File: src/sv/sssa_pkg.sv
// Shared types, constants and helpers of the sorted series aligner.
`timescale 1ns / 1ps

package sssa_pkg;

    // Point store sizing
    localparam int POINT_DEPTH = 32768;
    localparam int PTR_W       = $clog2(POINT_DEPTH);
    localparam int CNT_W       = $clog2(POINT_DEPTH + 1);

    // Field widths
    localparam int OP_W    = 2;
    localparam int MODE_W  = 2;
    localparam int DATE_W  = 27;
    localparam int TIME_W  = 18;
    localparam int BITS_W  = 32;
    localparam int SCALE_W = 20;
    localparam int KEY_W   = DATE_W + SCALE_W;

    // Key is date * KEY_SCALE + time
    localparam int KEY_SCALE = 1000000;

    // IEEE single exponent field
    localparam int EXP_LSB = 23;
    localparam int EXP_W   = 8;

    typedef enum logic [OP_W-1:0] {
        OP_CLEAR  = 2'd0,
        OP_APPEND = 2'd1,
        OP_ALIGN  = 2'd2
    } t_op;

    typedef enum logic [MODE_W-1:0] {
        MODE_EXACT     = 2'd0,
        MODE_FWD_FILL  = 2'd1,
        MODE_ZERO_FILL = 2'd2,
        MODE_REV_FILL  = 2'd3
    } t_mode;

    typedef enum logic [1:0] {
        ST_IDLE,
        ST_WRITE,
        ST_SETUP,
        ST_WALK
    } t_state;

    // One stored point
    typedef struct packed {
        logic [KEY_W-1:0]  key;
        logic [BITS_W-1:0] bits;
    } t_entry;

    // Outcome of a key compare, stored key against bar key
    typedef struct packed {
        logic lt;
        logic eq;
        logic gt;
    } t_cmp_res;

    // True when the exponent field is not all ones
    function automatic logic is_finite(input logic [BITS_W-1:0] bits);
        return bits[EXP_LSB +: EXP_W] != {EXP_W{1'b1}};
    endfunction

endpackage

File: src/sv/sssa_cmp.sv
// Shared key comparator used on every step of the cursor walk.
`timescale 1ns / 1ps

module sssa_cmp (
    input  logic [sssa_pkg::KEY_W-1:0] i_point_key,
    input  logic [sssa_pkg::KEY_W-1:0] i_bar_key,
    output sssa_pkg::t_cmp_res         o_res
);
    import sssa_pkg::*;

    // Order the stored point against the bar
    always_comb begin
        o_res.lt = i_point_key < i_bar_key;
        o_res.eq = i_point_key == i_bar_key;
        o_res.gt = i_point_key > i_bar_key;
    end

endmodule

File: config.mk
export PLATFORM = sky130hd
export DESIGN_NAME = sssa_cmp
export DESIGN_NICKNAME = d
export VERILOG_FILES = /design/src/sv/sssa_pkg.sv /design/src/sv/sssa_cmp.sv
export SDC_FILE = /design/constraint.sdc
export NUM_CORES = 1
export LEC_CHECK = 0
export BUFFER_PORTS_ARGS = -buffer_cell sky130_fd_sc_hd__buf_4
export CAP_MARGIN = 0
export CORE_MARGIN = 5
export CORE_UTILIZATION = 45
export DETAILED_ROUTE_END_ITERATION = 10
export PLACE_DENSITY_LB_ADDON = 0.3
export SLEW_MARGIN = 20
export SYNTH_ARGS = -nofsm -noshare
export SYNTH_HDL_FRONTEND = slang
export SYNTH_SLANG_ARGS = --single-unit
File: constraint.sdc
create_clock -name vclk -period 5.28
set_clock_uncertainty 0.05 [all_clocks]
set_input_delay 1.056 -clock vclk [all_inputs]
set_output_delay 1.056 -clock vclk [all_outputs]
set_load 0.1 [all_outputs]
==> results.cfg <==
[outcome]
status = completed

[placed_design]
hpwlAfterDp_um = 3340
io_buffers = 97
globalplace.congestion = 0.738
dp.cells = 296

[yosys]
synth_cell_type_count = 25
synthSimpleGateAreaFrac = 0.170
ys_seq_area_frac = 0
syn_area_um2 = 1190
synthAdderAreaFrac = 0.496
synth_top_family_by_area = adder cells
syn-num-nets = 310
synth_compound_area_frac = 0.186
synth_mux_area_frac = 0
ys_warn_count = 0
syn_inst = 169
synth-xor-area-share = 0
avgSynthCellArea_um2 = 7.02

[grt]
antenna_found_initial = 0
grt_use_total = 0.177
grt_pass1_vias = 1399
grt_pass1_wl_um = 5330
overflow = 0
grt_start_max_net_pins = 5

[power_and_ir_drop]
p_per_area_nw_per_um2 = 76.5
p_total_w = 0.000149
power.leakage_nw = 1.22
peakVddDrop_mv = 0.0810

[route]
vias_per_cell = 4.96
dr.pass1.iters = 4
drt_wl_total_um = 3460
wire_per_inst_um = 11.7
drt_iter0_markers = 25
vias = 1467
postRouteAntennaNets = 0
drc = 0

[timing]
slew_violations = 0
rsz0062_at_grt = no
layout_min_cycle_time_ns = 3.83
finalCritPeriodShare = 0.726
hold_violations = 0
relSlewSlack = 0.758
finalSetupTns_ns = 0
fmax_mhz = 261
worst_slew_pin_slew_ns = 0.360
setup_viol = 0

[setup_path]
worstSetupEndpointType = primary output
cpPeakStageDelay_ns = 0.31
worstSetupPathType = in2out
path_common_cell = buf_4
critPathRequiredTime_ns = 4.17
cp_data_arrival_time_ns = 2.73
cp_max_fo = 3
cp_cell_sequence = buf_4 -> ha_1 -> a21oi_1 -> o21ai_0 -> a221oi_1 -> o21ai_1 -> a31oi_1 -> and2_1 -> buf_4
crit_path_start_kind = input pin
cp_slowest_cell = ha_1

[finish]
antenna_cells = 0
seq_cells = 0
area_growth_pct = 64.6
final_util = 0.781
seqCellArea_um2 = 0
fin_nets = 409
finalNonFillerCells = 296
clkbuf_count = 0
drive_gt1_frac = 0.368

[floorplanning]
rows = 18
dieArea_um2 = 3760
core_um2 = 2500
initial_utilization = 0.474
ios = 97
die_w_um = 61.3
die_y_um = 61.3

[hold_path]
hp-class = in2out

[cts]
cts_setup_buffers = 0
post_cts_resized = 0
cts-hold-fix-buffers = 0

[job]
maxCapViolCount = 0
cell type report:
class              count  area [um2]
well taps             30        37.5
repair buffers        97         728
multi-input cells    122        1010
inverters             47         176
fillers              204         548
stage by stage:
stage / area, um2 / hold slack, ns / setup WS (ns)
after global placement: 1950 / 2.82 / 1.46
after CTS: 1950 / 2.82 / 1.43
after global routing: 1950 / 2.89 / 1.22
after detailed placement: 1950 / 2.82 / 1.44
after floorplan: 1190 / 2.79 / 0.335
final: 1950 / 2.82 / 1.45
path summary, 6_finish.rpt:
kind,end,slack (ns),startpoint,cells after the start
worst min-delay path,o_res[2],2.82,i_point_key[30],7
worst max-delay path,o_res[2],1.45,i_point_key[34],9
kinds of logic after synthesis:
family | Yosys count
adders and majority gates | 47
AOI/OAI and AO/OA | 37
buffers and inverters | 47
and+or+nand+nor | 38
placed cells by master, fill, tap and decap left out, drive strengths merged, types with 3 or more instances in the layout:
cell type and n:
o21ai 6, inv 47, buf 97, nand2 11
a21oi 19, and4 3, nand4 7, ha 47
nand3 4, nor2 5
synth_stat cells:
cell type / number / share of area
ha_1: 47 / 0.50
inv_1: 47 / 0.15
a21oi_1: 19 / 0.080
nand2_1: 11 / 0.035
nand4_1: 7 / 0.037
nor2_1: 5 / 0.016
o21ai_0: 5 / 0.021
nand3_1: 4 / 0.017
and4_1: 3 / 0.022
a211oi_1: 2 / 0.013
a21o_1: 2 / 0.013
nor3_1: 2 / 0.0084
nor4_1: 2 / 0.011
o211ai_1: 2 / 0.013
a221o_1: 1 / 0.0084
a221oi_1: 1 / 0.0074
a31oi_1: 1 / 0.0053
and2_1: 1 / 0.0053
and2_4: 1 / 0.0074
nand3b_1: 1 / 0.0063
nor2b_1: 1 / 0.0053
o211a_1: 1 / 0.0084
o21a_1: 1 / 0.0063
o21ai_1: 1 / 0.0042
o31ai_1: 1 / 0.0063
metal layers:
layer,part of all wire,vias up,GRT usage,wire length [um]
met4,0.0023,0,0.0121,8
met2,0.51,63,0.364,1760
met3,0.11,2,0.0335,388
li1,-,783,-,-
met5,0,-,0,0
met1,0.38,619,0.193,1310
where the power goes:
part           switching [W]  internal (W)  leakage [nW]
logic              0.0000669     0.0000825          1.22
clock network              0             0             0
registers                  0             0             0
critical path, delay by kind of cell:
| family | cells | cell delay, ns |
|---|---|---|
| buffers and inverters | 2 | 0.39 |
| adder cells (fa/ha/maj) | 1 | 0.31 |
| AO/OA/AOI/OAI | 5 | 0.81 |
| AND/OR/NAND/NOR | 1 | 0.15 |
(Power assumes the default switching activity.)
